File: config.mk
export PLATFORM = sky130hd
export DESIGN_NAME = gray_conv3x3_frame_filter
export DESIGN_NICKNAME = d
export VERILOG_FILES = /design/src/hw/rtl/gcf_pkg.sv /design/src/hw/rtl/gcf_front.sv /design/src/hw/rtl/gcf_fifo.sv /design/src/hw/rtl/gcf_back.sv /design/src/hw/rtl/gray_conv3x3_frame_filter.sv
export SDC_FILE = /design/constraint.sdc
export NUM_CORES = 2
export LEC_CHECK = 0
export BUFFER_PORTS_ARGS = -buffer_cell sky130_fd_sc_hd__buf_4
export CAP_MARGIN = 20
export CORE_MARGIN = 3
export CORE_UTILIZATION = 50
export CTS_BUF_LIST = sky130_fd_sc_hd__clkbuf_16
export DETAILED_ROUTE_END_ITERATION = 6
export MAX_ROUTING_LAYER = met4
export PLACE_DENSITY = 0.66
export SLEW_MARGIN = 20
export SYNTH_ARGS = -nofsm -noshare
export SYNTH_HDL_FRONTEND = slang
export SYNTH_HIERARCHICAL = 1
export SYNTH_SLANG_ARGS = --single-unit
export TNS_END_PERCENT = 20
File: constraint.sdc
create_clock -name clk -period 9.96 [get_ports clk]
set_input_delay 1.992 -clock clk [delete_from_list [all_inputs] [get_ports clk]]
set_output_delay 1.992 -clock clk [all_outputs]
set_load 0.01 [all_outputs]
File: src/hw/rtl/gcf_pkg.sv
`default_nettype none

package gcf_pkg;

    // frame geometry
    localparam int FRAME_WIDTH  = 28;
    localparam int FRAME_HEIGHT = 28;
    localparam int COL_W        = $clog2(FRAME_WIDTH);
    localparam int ROW_W        = $clog2(FRAME_HEIGHT);
    localparam logic [COL_W-1:0] COL_LAST = COL_W'(FRAME_WIDTH - 1);
    localparam logic [ROW_W-1:0] ROW_LAST = ROW_W'(FRAME_HEIGHT - 1);

    // result position fields are fixed at five bits
    localparam int POS_W = 5;

    localparam int PIX_W     = 8;
    localparam int SUM_W     = 10;
    localparam int COEF_W    = 24;
    localparam int CFG_IDX_W = 2;
    localparam int RGB565_W  = 16;

    // three line stores, one per row modulo three
    localparam int BANK_COUNT = 3;
    localparam int BANK_W     = 2;
    localparam logic [BANK_W-1:0] BANK_LAST = BANK_W'((FRAME_HEIGHT - 1) % BANK_COUNT);
    localparam logic [BANK_W-1:0] BANK_PREV = BANK_W'((FRAME_HEIGHT - 2) % BANK_COUNT);

    // divide by three as multiply by reciprocal, exact for sums up to 765
    localparam int GREY_SHIFT  = 11;
    localparam int GREY_RECIP  = (1 << GREY_SHIFT) / 3 + 1;
    localparam int GREY_PROD_W = SUM_W + $clog2(GREY_RECIP);

    // kernel
    localparam int TAP_COLS  = 3;
    localparam int TAP_COUNT = 9;

    // column queue, depth must be a power of two
    localparam int FIFO_DEPTH = 4;
    localparam int FIFO_PTR_W = $clog2(FIFO_DEPTH);
    localparam int FIFO_CNT_W = $clog2(FIFO_DEPTH + 1);

    localparam logic [COEF_W-1:0] COEF_TOP_RESET = 24'hFF0001;
    localparam logic [COEF_W-1:0] COEF_MID_RESET = 24'hFE0002;
    localparam logic [COEF_W-1:0] COEF_BOT_RESET = 24'hFF0001;

    typedef enum logic [CFG_IDX_W-1:0] {
        CFG_TOP_ROW = 2'd0,
        CFG_MID_ROW = 2'd1,
        CFG_BOT_ROW = 2'd2
    } cfg_reg_t;

    // one column of the 3x3 window: rows above, at and below the result row
    typedef struct packed {
        logic [PIX_W-1:0] top;
        logic [PIX_W-1:0] mid;
        logic [PIX_W-1:0] bot;
    } column_t;

    typedef struct packed {
        logic [ROW_W-1:0] row;
        logic [COL_W-1:0] col;
        logic             last;
        column_t          data;
    } col_item_t;

    typedef struct packed {
        logic [COEF_W-1:0] top;
        logic [COEF_W-1:0] mid;
        logic [COEF_W-1:0] bot;
    } coef_set_t;

    function automatic logic [BANK_W-1:0] bank_next(input logic [BANK_W-1:0] b);
        return (b == BANK_W'(BANK_COUNT - 1)) ? '0 : b + 1'b1;
    endfunction

    function automatic logic [BANK_W-1:0] bank_prev(input logic [BANK_W-1:0] b);
        return (b == '0) ? BANK_W'(BANK_COUNT - 1) : b - 1'b1;
    endfunction

endpackage

`default_nettype wire

File: src/hw/rtl/gcf_front.sv
`default_nettype none

module gcf_front (
    input  wire logic                        clk,
    input  wire logic                        rst_n,
    input  wire logic                        in_valid,
    output logic                             in_stall,
    input  wire logic [gcf_pkg::PIX_W-1:0]   red,
    input  wire logic [gcf_pkg::PIX_W-1:0]   green,
    input  wire logic [gcf_pkg::PIX_W-1:0]   blue,
    output logic                             push,
    output gcf_pkg::col_item_t               push_item,
    input  wire logic                        fifo_full
);
    import gcf_pkg::*;

    // input position and line store bank of the current row
    logic [ROW_W-1:0]  row_reg, row_next;
    logic [COL_W-1:0]  col_reg, col_next;
    logic [BANK_W-1:0] bank_reg, bank_next_q;

    // last-row flush sequencer
    logic              flush_reg, flush_next;
    logic [COL_W-1:0]  flush_col_reg, flush_col_next;

    // stage A: grey conversion and column assembly
    logic              a_valid_reg, a_valid_next;
    logic [SUM_W-1:0]  a_sum_reg;
    logic [ROW_W-1:0]  a_row_reg;
    logic [COL_W-1:0]  a_col_reg;
    logic [BANK_W-1:0] a_wbank_reg;
    logic [BANK_W-1:0] a_top_bank_reg;
    logic [BANK_W-1:0] a_mid_bank_reg;
    logic              a_write_reg;
    logic              a_push_reg;
    logic              a_top_ok_reg;
    logic              a_flush_reg;
    logic              a_last_reg;

    logic [PIX_W-1:0]  mem [BANK_COUNT][FRAME_WIDTH];
    logic [PIX_W-1:0]  rd_reg [BANK_COUNT];

    logic                   a_go;
    logic                   accept;
    logic                   flush_issue;
    logic                   pix_last;
    logic                   rd_en;
    logic [COL_W-1:0]       rd_addr;
    logic                   we;
    logic [GREY_PROD_W-1:0] grey_prod;
    logic [PIX_W-1:0]       grey;

    assign a_go        = !a_valid_reg || !a_push_reg || !fifo_full;
    assign in_stall    = flush_reg || !a_go;
    assign accept      = in_valid && !in_stall;
    assign flush_issue = flush_reg && a_go;
    assign pix_last    = (row_reg == ROW_LAST) && (col_reg == COL_LAST);
    assign rd_en       = accept || flush_issue;
    assign rd_addr     = flush_reg ? flush_col_reg : col_reg;
    assign we          = a_valid_reg && a_go && a_write_reg;

    assign grey_prod = GREY_PROD_W'(a_sum_reg) * GREY_PROD_W'(GREY_RECIP);
    assign grey      = grey_prod[GREY_SHIFT +: PIX_W];

    assign push          = a_valid_reg && a_push_reg && !fifo_full;
    assign push_item.row = a_row_reg;
    assign push_item.col = a_col_reg;
    assign push_item.last = a_last_reg;
    assign push_item.data.top = a_top_ok_reg ? rd_reg[a_top_bank_reg] : '0;
    assign push_item.data.mid = rd_reg[a_mid_bank_reg];
    assign push_item.data.bot = a_flush_reg ? '0 : grey;

    always_comb
    begin
        row_next       = row_reg;
        col_next       = col_reg;
        bank_next_q    = bank_reg;
        flush_next     = flush_reg;
        flush_col_next = flush_col_reg;
        a_valid_next   = a_valid_reg;

        if (a_go)
        begin
            a_valid_next = accept || flush_issue;
        end

        if (accept)
        begin
            if (col_reg == COL_LAST)
            begin
                col_next = '0;
                if (row_reg == ROW_LAST)
                begin
                    // frame done: wrap and start flushing the last row
                    row_next       = '0;
                    bank_next_q    = '0;
                    flush_next     = 1'b1;
                    flush_col_next = '0;
                end
                else
                begin
                    row_next    = row_reg + 1'b1;
                    bank_next_q = bank_next(bank_reg);
                end
            end
            else
            begin
                col_next = col_reg + 1'b1;
            end
        end

        if (flush_issue)
        begin
            if (flush_col_reg == COL_LAST)
            begin
                flush_next = 1'b0;
            end
            else
            begin
                flush_col_next = flush_col_reg + 1'b1;
            end
        end
    end

    always_ff @(posedge clk or negedge rst_n)
    begin
        if (!rst_n)
        begin
            row_reg       <= '0;
            col_reg       <= '0;
            bank_reg      <= '0;
            flush_reg     <= 1'b0;
            flush_col_reg <= '0;
            a_valid_reg   <= 1'b0;
        end
        else
        begin
            row_reg       <= row_next;
            col_reg       <= col_next;
            bank_reg      <= bank_next_q;
            flush_reg     <= flush_next;
            flush_col_reg <= flush_col_next;
            a_valid_reg   <= a_valid_next;
        end
    end

    // stage A payload
    always_ff @(posedge clk)
    begin
        if (a_go && accept)
        begin
            a_sum_reg      <= SUM_W'(red) + SUM_W'(green) + SUM_W'(blue);
            a_row_reg      <= row_reg - 1'b1;
            a_col_reg      <= col_reg;
            a_wbank_reg    <= bank_reg;
            a_mid_bank_reg <= bank_prev(bank_reg);
            a_top_bank_reg <= bank_next(bank_reg);
            a_write_reg    <= 1'b1;
            a_push_reg     <= (row_reg != '0);
            a_top_ok_reg   <= (row_reg > ROW_W'(1));
            a_flush_reg    <= 1'b0;
            a_last_reg     <= 1'b0;
        end
        else if (flush_issue)
        begin
            a_sum_reg      <= '0;
            a_row_reg      <= ROW_LAST;
            a_col_reg      <= flush_col_reg;
            a_wbank_reg    <= BANK_LAST;
            a_mid_bank_reg <= BANK_LAST;
            a_top_bank_reg <= BANK_PREV;
            a_write_reg    <= 1'b0;
            a_push_reg     <= 1'b1;
            a_top_ok_reg   <= 1'b1;
            a_flush_reg    <= 1'b1;
            a_last_reg     <= (flush_col_reg == COL_LAST);
        end
    end

    // line stores: one write and one registered read per bank and cycle
    always_ff @(posedge clk)
    begin
        for (int b = 0; b < BANK_COUNT; b++)
        begin
            if (we && (a_wbank_reg == BANK_W'(b)))
            begin
                mem[b][a_col_reg] <= grey;
            end
            if (rd_en)
            begin
                rd_reg[b] <= mem[b][rd_addr];
            end
        end
    end

    a_flush_start: assert property (@(posedge clk) disable iff (!rst_n)
        accept && pix_last |=> flush_reg && (flush_col_reg == '0))
        else $error("flush did not start after the last pixel");

endmodule

`default_nettype wire

File: src/hw/rtl/gcf_fifo.sv
`default_nettype none

module gcf_fifo (
    input  wire logic          clk,
    input  wire logic          rst_n,
    input  wire logic          push,
    input  wire gcf_pkg::col_item_t push_item,
    output logic               full,
    input  wire logic          pop,
    output gcf_pkg::col_item_t head,
    output logic               head_valid
);
    import gcf_pkg::*;

    col_item_t               slot_reg [FIFO_DEPTH];
    logic [FIFO_PTR_W-1:0]   wr_ptr_reg;
    logic [FIFO_PTR_W-1:0]   rd_ptr_reg;
    logic [FIFO_CNT_W-1:0]   count_reg;

    assign full       = (count_reg == FIFO_CNT_W'(FIFO_DEPTH));
    assign head_valid = (count_reg != '0);
    assign head       = slot_reg[rd_ptr_reg];

    always_ff @(posedge clk or negedge rst_n)
    begin
        if (!rst_n)
        begin
            wr_ptr_reg <= '0;
            rd_ptr_reg <= '0;
            count_reg  <= '0;
        end
        else
        begin
            if (push)
            begin
                wr_ptr_reg <= wr_ptr_reg + 1'b1;
            end
            if (pop)
            begin
                rd_ptr_reg <= rd_ptr_reg + 1'b1;
            end
            if (push && !pop)
            begin
                count_reg <= count_reg + 1'b1;
            end
            else if (pop && !push)
            begin
                count_reg <= count_reg - 1'b1;
            end
        end
    end

    always_ff @(posedge clk)
    begin
        if (push)
        begin
            slot_reg[wr_ptr_reg] <= push_item;
        end
    end

    a_no_overflow: assert property (@(posedge clk) disable iff (!rst_n)
        push |-> !full)
        else $error("column queue overflow");

    a_no_underflow: assert property (@(posedge clk) disable iff (!rst_n)
        pop |-> head_valid)
        else $error("column queue underflow");

endmodule

`default_nettype wire

File: src/hw/rtl/gcf_back.sv
`default_nettype none

module gcf_back (
    input  wire logic                          clk,
    input  wire logic                          rst_n,
    input  wire gcf_pkg::coef_set_t            coef,
    input  wire logic                          head_valid,
    input  wire gcf_pkg::col_item_t            head,
    output logic                               pop,
    output logic                               out_valid,
    input  wire logic                          out_stall,
    output logic [gcf_pkg::PIX_W-1:0]          filtered,
    output logic [gcf_pkg::RGB565_W-1:0]       color565,
    output logic [gcf_pkg::POS_W-1:0]          out_row,
    output logic [gcf_pkg::POS_W-1:0]          out_col,
    output logic                               frame_end
);
    import gcf_pkg::*;

    // sliding window: columns left of and at the next result
    column_t           win_l_reg, win_l_next;
    column_t           win_c_reg, win_c_next;
    logic              pend_reg, pend_next;
    logic [ROW_W-1:0]  pend_row_reg, pend_row_next;
    logic              pend_last_reg, pend_last_next;

    // product stage
    logic              p_valid_reg;
    logic [PIX_W-1:0]  p_prod_reg [TAP_COUNT];
    logic [ROW_W-1:0]  p_row_reg;
    logic [COL_W-1:0]  p_col_reg;
    logic              p_last_reg;

    // output stage
    logic                 out_valid_reg;
    logic [PIX_W-1:0]     filtered_reg;
    logic [POS_W-1:0]     out_row_reg;
    logic [POS_W-1:0]     out_col_reg;
    logic                 frame_end_reg;

    logic              en;
    logic              emit;
    column_t           col_r;
    logic [ROW_W-1:0]  e_row;
    logic [COL_W-1:0]  e_col;
    logic              e_last;
    logic [PIX_W-1:0]  win_pix [TAP_COUNT];
    logic [PIX_W-1:0]  tap_w [TAP_COUNT];
    logic [PIX_W-1:0]  prod [TAP_COUNT];
    logic [PIX_W-1:0]  sum;

    assign en  = !out_valid_reg || !out_stall;
    // a pending right-edge result leaves room only for a row-start column
    assign pop = en && head_valid && (!pend_reg || (head.col == '0));

    always_comb
    begin
        win_l_next     = win_l_reg;
        win_c_next     = win_c_reg;
        pend_next      = pend_reg;
        pend_row_next  = pend_row_reg;
        pend_last_next = pend_last_reg;
        emit           = 1'b0;
        col_r          = head.data;
        e_row          = head.row;
        e_col          = head.col - 1'b1;
        e_last         = 1'b0;

        if (en && pend_reg)
        begin
            // right-edge result: right column is padding
            emit      = 1'b1;
            col_r     = '0;
            e_row     = pend_row_reg;
            e_col     = COL_LAST;
            e_last    = pend_last_reg;
            pend_next = 1'b0;
        end
        else if (pop && (head.col != '0))
        begin
            emit = 1'b1;
        end

        if (pop)
        begin
            if (head.col == '0)
            begin
                win_l_next = '0;
                win_c_next = head.data;
            end
            else
            begin
                win_l_next = win_c_reg;
                win_c_next = head.data;
                if (head.col == COL_LAST)
                begin
                    pend_next      = 1'b1;
                    pend_row_next  = head.row;
                    pend_last_next = head.last;
                end
            end
        end
    end

    always_comb
    begin
        win_pix[0] = win_l_reg.top;
        win_pix[1] = win_c_reg.top;
        win_pix[2] = col_r.top;
        win_pix[3] = win_l_reg.mid;
        win_pix[4] = win_c_reg.mid;
        win_pix[5] = col_r.mid;
        win_pix[6] = win_l_reg.bot;
        win_pix[7] = win_c_reg.bot;
        win_pix[8] = col_r.bot;
        for (int dc = 0; dc < TAP_COLS; dc++)
        begin
            tap_w[dc]              = coef.top[dc*PIX_W +: PIX_W];
            tap_w[TAP_COLS + dc]   = coef.mid[dc*PIX_W +: PIX_W];
            tap_w[2*TAP_COLS + dc] = coef.bot[dc*PIX_W +: PIX_W];
        end
        // only the low byte of the sum survives, so products wrap at eight bits
        for (int k = 0; k < TAP_COUNT; k++)
        begin
            prod[k] = PIX_W'(win_pix[k] * tap_w[k]);
        end
    end

    always_comb
    begin
        sum = '0;
        for (int k = 0; k < TAP_COUNT; k++)
        begin
            sum = sum + p_prod_reg[k];
        end
    end

    always_ff @(posedge clk or negedge rst_n)
    begin
        if (!rst_n)
        begin
            pend_reg      <= 1'b0;
            p_valid_reg   <= 1'b0;
            out_valid_reg <= 1'b0;
        end
        else
        begin
            pend_reg <= pend_next;
            if (en)
            begin
                p_valid_reg   <= emit;
                out_valid_reg <= p_valid_reg;
            end
        end
    end

    always_ff @(posedge clk)
    begin
        win_l_reg     <= win_l_next;
        win_c_reg     <= win_c_next;
        pend_row_reg  <= pend_row_next;
        pend_last_reg <= pend_last_next;
        if (en && emit)
        begin
            for (int k = 0; k < TAP_COUNT; k++)
            begin
                p_prod_reg[k] <= prod[k];
            end
            p_row_reg  <= e_row;
            p_col_reg  <= e_col;
            p_last_reg <= e_last;
        end
        if (en && p_valid_reg)
        begin
            filtered_reg  <= sum;
            out_row_reg   <= POS_W'(p_row_reg);
            out_col_reg   <= POS_W'(p_col_reg);
            frame_end_reg <= p_last_reg;
        end
    end

    assign out_valid = out_valid_reg;
    assign filtered  = filtered_reg;
    assign color565  = {filtered_reg[PIX_W-1:3], filtered_reg[PIX_W-1:2],
                        filtered_reg[PIX_W-1:3]};
    assign out_row   = out_row_reg;
    assign out_col   = out_col_reg;
    assign frame_end = frame_end_reg;

    a_frame_end_pos: assert property (@(posedge clk) disable iff (!rst_n)
        out_valid_reg && frame_end_reg |->
            (out_row_reg == POS_W'(ROW_LAST)) && (out_col_reg == POS_W'(COL_LAST)))
        else $error("frame end flagged away from the last pixel");

    a_pend_follows_edge: assert property (@(posedge clk) disable iff (!rst_n)
        $rose(pend_reg) |-> p_valid_reg && (p_col_reg == COL_W'(FRAME_WIDTH - 2)))
        else $error("right-edge result pending without its left neighbor");

    a_stall_holds: assert property (@(posedge clk) disable iff (!rst_n)
        !en |=> $stable(p_valid_reg) && $stable(p_col_reg) && $stable(pend_reg))
        else $error("back end moved while the output was stalled");

endmodule

`default_nettype wire

File: src/hw/rtl/gray_conv3x3_frame_filter.sv
// Streaming 3x3 convolution of a 28x28 grey frame. Each accepted RGB pixel
// (raster order) becomes grey = (red+green+blue)/3 and is kept in one of three
// line stores; results come out in raster order, one row and one pixel behind
// the input, each giving the low byte of the weighted sum, its RGB565 grey
// form, its row and column, and frame_end on the last result of the frame.
// Neighbors outside the frame count as zero. Input is taken at one pixel per
// cycle while in_stall is low; after the last pixel of a frame in_stall
// stays high while the front end reads the last row back out of the line
// stores. Results leave at up to one per cycle while out_stall is low, paced
// by the single 3x3 multiply-accumulate path in the back end; a
// four-entry column queue between front and back absorbs output stalls. The
// line stores need no clearing pass after reset. The tap registers (index 0
// top row, 1 middle, 2 bottom; signed bytes left in bits 7:0, center in 15:8,
// right in 23:16) are always ready and should be written only while the block
// is idle.
`default_nettype none

module gray_conv3x3_frame_filter (
    input  wire logic                              clk,
    input  wire logic                              rst_n,
    input  wire logic                              in_valid,
    output logic                                   in_stall,
    input  wire logic [gcf_pkg::PIX_W-1:0]         red,
    input  wire logic [gcf_pkg::PIX_W-1:0]         green,
    input  wire logic [gcf_pkg::PIX_W-1:0]         blue,
    output logic                                   out_valid,
    input  wire logic                              out_stall,
    output logic [gcf_pkg::PIX_W-1:0]              filtered,
    output logic [gcf_pkg::RGB565_W-1:0]           color565,
    output logic [gcf_pkg::POS_W-1:0]              out_row,
    output logic [gcf_pkg::POS_W-1:0]              out_col,
    output logic                                   frame_end,
    input  wire logic                              cfg_valid,
    output logic                                   cfg_ready,
    input  wire logic [gcf_pkg::CFG_IDX_W-1:0]     cfg_index,
    input  wire logic [gcf_pkg::COEF_W-1:0]        cfg_data
);
    import gcf_pkg::*;

    coef_set_t  coef_reg;
    logic       push;
    col_item_t  push_item;
    logic       fifo_full;
    logic       pop;
    col_item_t  head;
    logic       head_valid;

    assign cfg_ready = 1'b1;

    always_ff @(posedge clk or negedge rst_n)
    begin
        if (!rst_n)
        begin
            coef_reg.top <= COEF_TOP_RESET;
            coef_reg.mid <= COEF_MID_RESET;
            coef_reg.bot <= COEF_BOT_RESET;
        end
        else if (cfg_valid && cfg_ready)
        begin
            unique case (cfg_index)
                CFG_TOP_ROW: coef_reg.top <= cfg_data;
                CFG_MID_ROW: coef_reg.mid <= cfg_data;
                CFG_BOT_ROW: coef_reg.bot <= cfg_data;
                default:     ; // drop writes to unknown registers
            endcase
        end
    end

    gcf_front u_front (
        .clk       (clk),
        .rst_n     (rst_n),
        .in_valid  (in_valid),
        .in_stall  (in_stall),
        .red       (red),
        .green     (green),
        .blue      (blue),
        .push      (push),
        .push_item (push_item),
        .fifo_full (fifo_full)
    );

    gcf_fifo u_fifo (
        .clk        (clk),
        .rst_n      (rst_n),
        .push       (push),
        .push_item  (push_item),
        .full       (fifo_full),
        .pop        (pop),
        .head       (head),
        .head_valid (head_valid)
    );

    gcf_back u_back (
        .clk        (clk),
        .rst_n      (rst_n),
        .coef       (coef_reg),
        .head_valid (head_valid),
        .head       (head),
        .pop        (pop),
        .out_valid  (out_valid),
        .out_stall  (out_stall),
        .filtered   (filtered),
        .color565   (color565),
        .out_row    (out_row),
        .out_col    (out_col),
        .frame_end  (frame_end)
    );

endmodule

`default_nettype wire
=== Yosys cells after proc, flatten, opt, wreduce, memory -nomap -nowiden ===
Memories as Yosys holds them, arrays and structs flattened. A register that Yosys moved wholly into a read port is not among the register bits.
Cells that the tools add are included.

* Bits in writable memories: 908
* Output and inout bits: 38
* Bits of input ports: 55
* Memories: 4
* Bits in read-only memories: 0
* Bits in registers: 216
* Bits in latches: 0

{| class="wikitable"
|+ Memories
! name !! words !! width !! read ports !! clocked after Yosys merged registers in !! write ports !! RTL line !! text
|-
| u_front.mem || 3 || 224 || 3 || 0 || 1 || gcf_front.sv:40 || <nowiki>logic [PIX_W-1:0] mem [BANK_COUNT][FRAME_WIDTH];</nowiki>
|-
| u_fifo.slot_reg || 4 || 35 || 1 || 0 || 1 || gcf_fifo.sv:15 || <nowiki>col_item_t slot_reg [FIFO_DEPTH];</nowiki>
|-
| u_back.p_prod_reg || 9 || 8 || 9 || 0 || 9 || gcf_back.sv:29 || <nowiki>logic [PIX_W-1:0] p_prod_reg [TAP_COUNT];</nowiki>
|-
| u_front.rd_reg || 3 || 8 || 2 || 2 || 3 || gcf_front.sv:41 || <nowiki>logic [PIX_W-1:0] rd_reg [BANK_COUNT];</nowiki>
|}

* Equality and inequality tests: 10
* $lt $le $gt $ge: 4
* Add/subtract/negate cells: 21
* Multipliers: 10
* Reduce and logical (&&, ||, !) cells: 51
* Bitwise gates (word level): 3
* Divide/modulo/power cells: 0
* Shifts and indexed selects: 0
* Multiplexer cells: 73

{| class="wikitable"
|+ Operator list
! operator !! count
|-
| $mux W224 || 7
|-
| $reduce_or A224 Y1 || 2
|-
| $bmux W8 S5 || 3
|-
| $mul A8 B8 Y8 || 9
|-
| $mux W8 || 9
|-
| $mux W5 || 13
|-
| $add A8 B8 Y8 || 8
|-
| $demux W8 S5 || 1
|-
| $mux W2 || 12
|-
| $mux W24 || 1
|-
| $mux W1 || 23
|-
| $eq A5 B5 Y1 const B || 4
|-
| $mux W10 || 2
|-
| $logic_and A1 B1 Y1 || 19
|-
| $mul A10 B10 Y19 const B || 1
|-
| $add A5 B1 Y5 const B || 3
|-
| $ge A6 B6 Y1 const B || 2
|-
| $not A5 Y6 || 2
|-
| $add A10 B8 Y10 || 1
|-
| $logic_not A1 Y1 || 10
|-
| $reduce_bool A5 Y1 || 2
|-
| $sub A5 B1 Y5 const B || 2
|-
| $add A8 B8 Y9 || 1
|-
| $reduce_and A2 Y1 || 4
|-
| 17 further kinds || 31
|}

=== Depth between registers and ports, before layout ===
* Depth after elaboration: 11
* Depth in mapped cells: 17
* Depth with buffers taken out: 16

=== By module ===
Netlist, hierarchy kept.

{| class="wikitable"
|+ Modules (own cells, without submodules)
! module !! sequential area each (µm²) !! times used !! cells each !! area each (µm²)
|-
| gcf_front || 22356.4 || 1 || 2400 || 32700.1
|-
| gcf_back || 4759.6 || 1 || 1369 || 14811.7
|-
| gcf_fifo || 4379.2 || 1 || 217 || 5501.5
|-
| gray_conv3x3_frame_filter || 1834.3 || 1 || 155 || 2762.6
|}

=== Worst setup path after synthesis ===
OpenSTA, ideal clock, no wires.

* Path type: register to register
* Start point: register u_front.a_sum_reg[4]
* End point: memory u_front/mem[0][103] (netlist name), data pin
* Setup slack: 2996 ps
* Clock period less this slack: 6964 ps
* Stages on the path, launching flop included: 15
* Library setup time: 680 ps
* Arrival time: 6284 ps
* Data required time: 9280 ps
* Cell sequence: edfxtp_1 ha_1 fa_1 inv_1 fa_1 inv_1 fa_1 ha_1 ha_1 a21o_1 a21o_1 a41oi_1 o21ai_1 a311o_1 xnor2_1

* Word-level cells in the longest chain between the ends: 3

{| class="wikitable"
|+ RTL lines
! element !! RTL line !! text
|-
| from (decl) || gcf_front.sv:28 || <nowiki>logic [SUM_W-1:0] a_sum_reg;</nowiki>
|-
| from (signal assigned) || gcf_front.sv:152 || <nowiki>a_sum_reg <= SUM_W'(red) + SUM_W'(green) + SUM_W'(blue);</nowiki>
|-
| $mul A10 B10 Y19 * || gcf_front.sv:62 || <nowiki>assign grey_prod = GREY_PROD_W'(a_sum_reg) * GREY_PROD_W'(GREY_RECIP);</nowiki>
|-
| net u_front.grey_prod[18] || gcf_front.sv:50 || <nowiki>logic [GREY_PROD_W-1:0] grey_prod;</nowiki>
|-
| $mux W224 (no line) || - ||
|-
| $mux W224 (no line) * || - ||
|-
| to (decl) || gcf_front.sv:40 ||
|}

The timed path passes the listed nets; every way through them passes the cells marked *.

=== Worst setup path after layout ===
* Start point: register u_front.a_sum_reg[5]
* End point: memory u_front/mem[0][367] (netlist name), data pin

The elaborated chain is that of the path after synthesis.

==> results.ini <==
[status]
status = complete, no violations

[sta]
fmax_ghz = 0.174
slew_violations = 0
setup_viol = 0
period_share_pct = 57.8
relSlewSlack_pct = 25.1
tightest_slew_ns = 1.12
finalSetupTns_ns = 0
period_minus_slack_ns = 5.75
skew_ns = 0.0598
hold_viol_final = 0
rsz0062_at_grt = no

[critical_path]
timing.rr.start = u_front/a_sum_reg[5]
reg2reg_slack_ns = 4.21
path_buf_inv = 5
slowest_delay_ns = 0.67
cp_cell_sequence = ha_1 > ha_1 > inv_1 > fa_1 > inv_1 > fa_1 > inv_1 > fa_1 > inv_1 > ha_1 > o21ai_0 > o21bai_1 > a21oi_1 > o21ai_1 > a311o_1 > xnor2_2 > buf_4
slowest_stage = buf_4
critPathTopFamily = adder cells
cp_max_fo = 84
cp_common_cell = inv_1
worstPathArrival_ns = 6.07
cp.required_ns = 10.28
cp-start-kind = flip-flop
critPathCaptureType = flip-flop
reg2regPathDepth = 17
crit_type = reg -> reg
rr_endpoint = u_front/mem[0][367]

[cells_and_area]
fin_area_sq_mm = 0.0614
post-route-util_pct = 55.9
n_antenna_cell = 0
stdcell_count = 5782
drive_above_1_share_pct = 11.7
area_growth_pct = 10.0
nFillCells = 8821
largest_register_ff_count = 672
nNetsFinal = 4683

[global_route]
grt_overflow = 0
grt_max_degree = 135
antenna_found_initial = 5
grt_pass1_vias = 32568
grtUsageTotal_pct = 23.2
grt_pass1_wl_um = 199000

[drt]
routed_wl_um = 130000
viasPerCell = 5.65
final_antenna_net_count = 0
drt-met1-wl_um = 55300
post-route-drc-count = 0
wl_met3_um = 7580
firstDrtPassIters = 6
wl_per_cell_um = 22.5
drt_iter0_drc = 2707
highest_layer = met4
route.met2.wl_um = 63000
vias = 32679

[logic_synthesis]
yosys_warnings = 6
synth.most_common_cell = edfxtp_1
avgSynthCellArea_sq_um = 13.5
yosysTopAreaCell = edfxtp_1
syn_nets = 4614
synth_edf_count = 1020
synthArstFlopShare_pct = 8.95
synth_top_area_share_pct = 54.9
synthTopCellsByCount = 1,020 x edfxtp_1, 529 x nand2_1, 347 x inv_1
yosys_register_bits = 1128
synth_area_leaders = edfxtp_1 55%, fa_1 6.6%, ha_1 5.2%, nand2_1 3.6%, dfrtp_1 3.4%
yosys_most_used_dff = edfxtp_1
syn_area_sq_mm = 0.0558
ys_types = 83
seq_area_frac_synth_pct = 59.8
syn_inst = 4141

[hold_path]
min_path_cells = 0
hold_start = u_back/p_col_reg[4]
min_to = u_back/out_col[4]
worstHoldPathType = reg -> reg

[clock_network]
cts_root_buffer = clkbuf_16
cts_tree = built
cts_setup_buffers = 0
insertion_delay_ns = 0.71
clk_pin_slew_worst_paths_ns = 0.07
cts_buffers = 113
cts_buffer_depth = 3
postCtsHoldBufs = 0
cts_resized = 0
cts_max_level = 3
clock-sinks = 1128

[floorplanning]
die_height_um = 340
core_area_sq_mm = 0.110
fp.dieArea_sq_mm = 0.116
start_util_pct = 50.8
rows = 121
die_w_um = 340
io_pins = 93

[place]
hpwl_um = 85400
placedCellCount = 5571
place.gp.congestion = 0.877
portBuffers = 91
dpl_cell_area_sq_mm = 0.0578

[job]
max-cap-violations = 0

## layout by cell type (no fill, tap or decap), types with 130 or more instances in the layout
cell,count
inv_1,365
nor2_1,160
ha_1,234
and2_1,155
buf_4,130
fa_1,184
xnor2_1,151
edfxtp_1,1020
a21oi_1,143
nand2_1,526
## cell families (layout without fill, tap and decap cells)
kind of cell	count (synthesis)	in the layout	share of synthesized area [%]
simple gates	1203	1203	10.2
flops	1128	1128	59.8
buf+inv	525	690	4.19
compound gates	496	496	5.99
fa+ha+maj	418	418	11.9
xor+xnor	189	189	2.97
mux	181	181	5.02
other cells	1	1	0.00672
## worst max path at each step
stage | from | endpoint | slack, ns | cells after the start
6_report | u_front/a_sum_reg[5] | u_front/mem[0][367] | 4.21 | 17
3_5_place_dp | out_stall | u_back/p_prod_reg[0][47] | 3.58 | 17
4_1_cts | u_front/a_sum_reg[5] | u_front/mem[0][367] | 4.31 | 17
2_1_floorplan | u_front/a_sum_reg[4] | u_front/mem[0][103] | 3.00 | 14
3_3_place_gp | out_stall | u_back/p_prod_reg[0][47] | 3.66 | 17
5_1_grt | out_stall | u_back/p_prod_reg[0][47] | 3.97 | 17
## layer usage
layer  vias up  GRT usage, %
met5         -             -
met4         0          7.41
met3       227          3.37
met2      1001          37.1
met1     16519          30.9
li1      14932             -
## cell type report
cell class              instances  area (sq um)  share of cell area [%]
repair buffers                131           996                    1.62
clock buffers                 114          2850                    4.65
clock inverters                97           763                    1.24
well taps                    1476          1850                    3.01
flip-flops and latches       1128         33300                    54.3
inverters                     348          1310                    2.13
multi-input cells            2488         20300                    33.0
## through the flow
stage	worst slack [ns]	hold WS, ns
finish	4.21	0.419
floorplan	3.00	0.400
global placement	3.66	0.401
CTS	4.31	0.419
global route	3.97	0.425
detailed placement	3.58	0.405
Power is not shown: default switching activity piles up to over one toggle a cycle in this logic, so the estimate is an artifact.
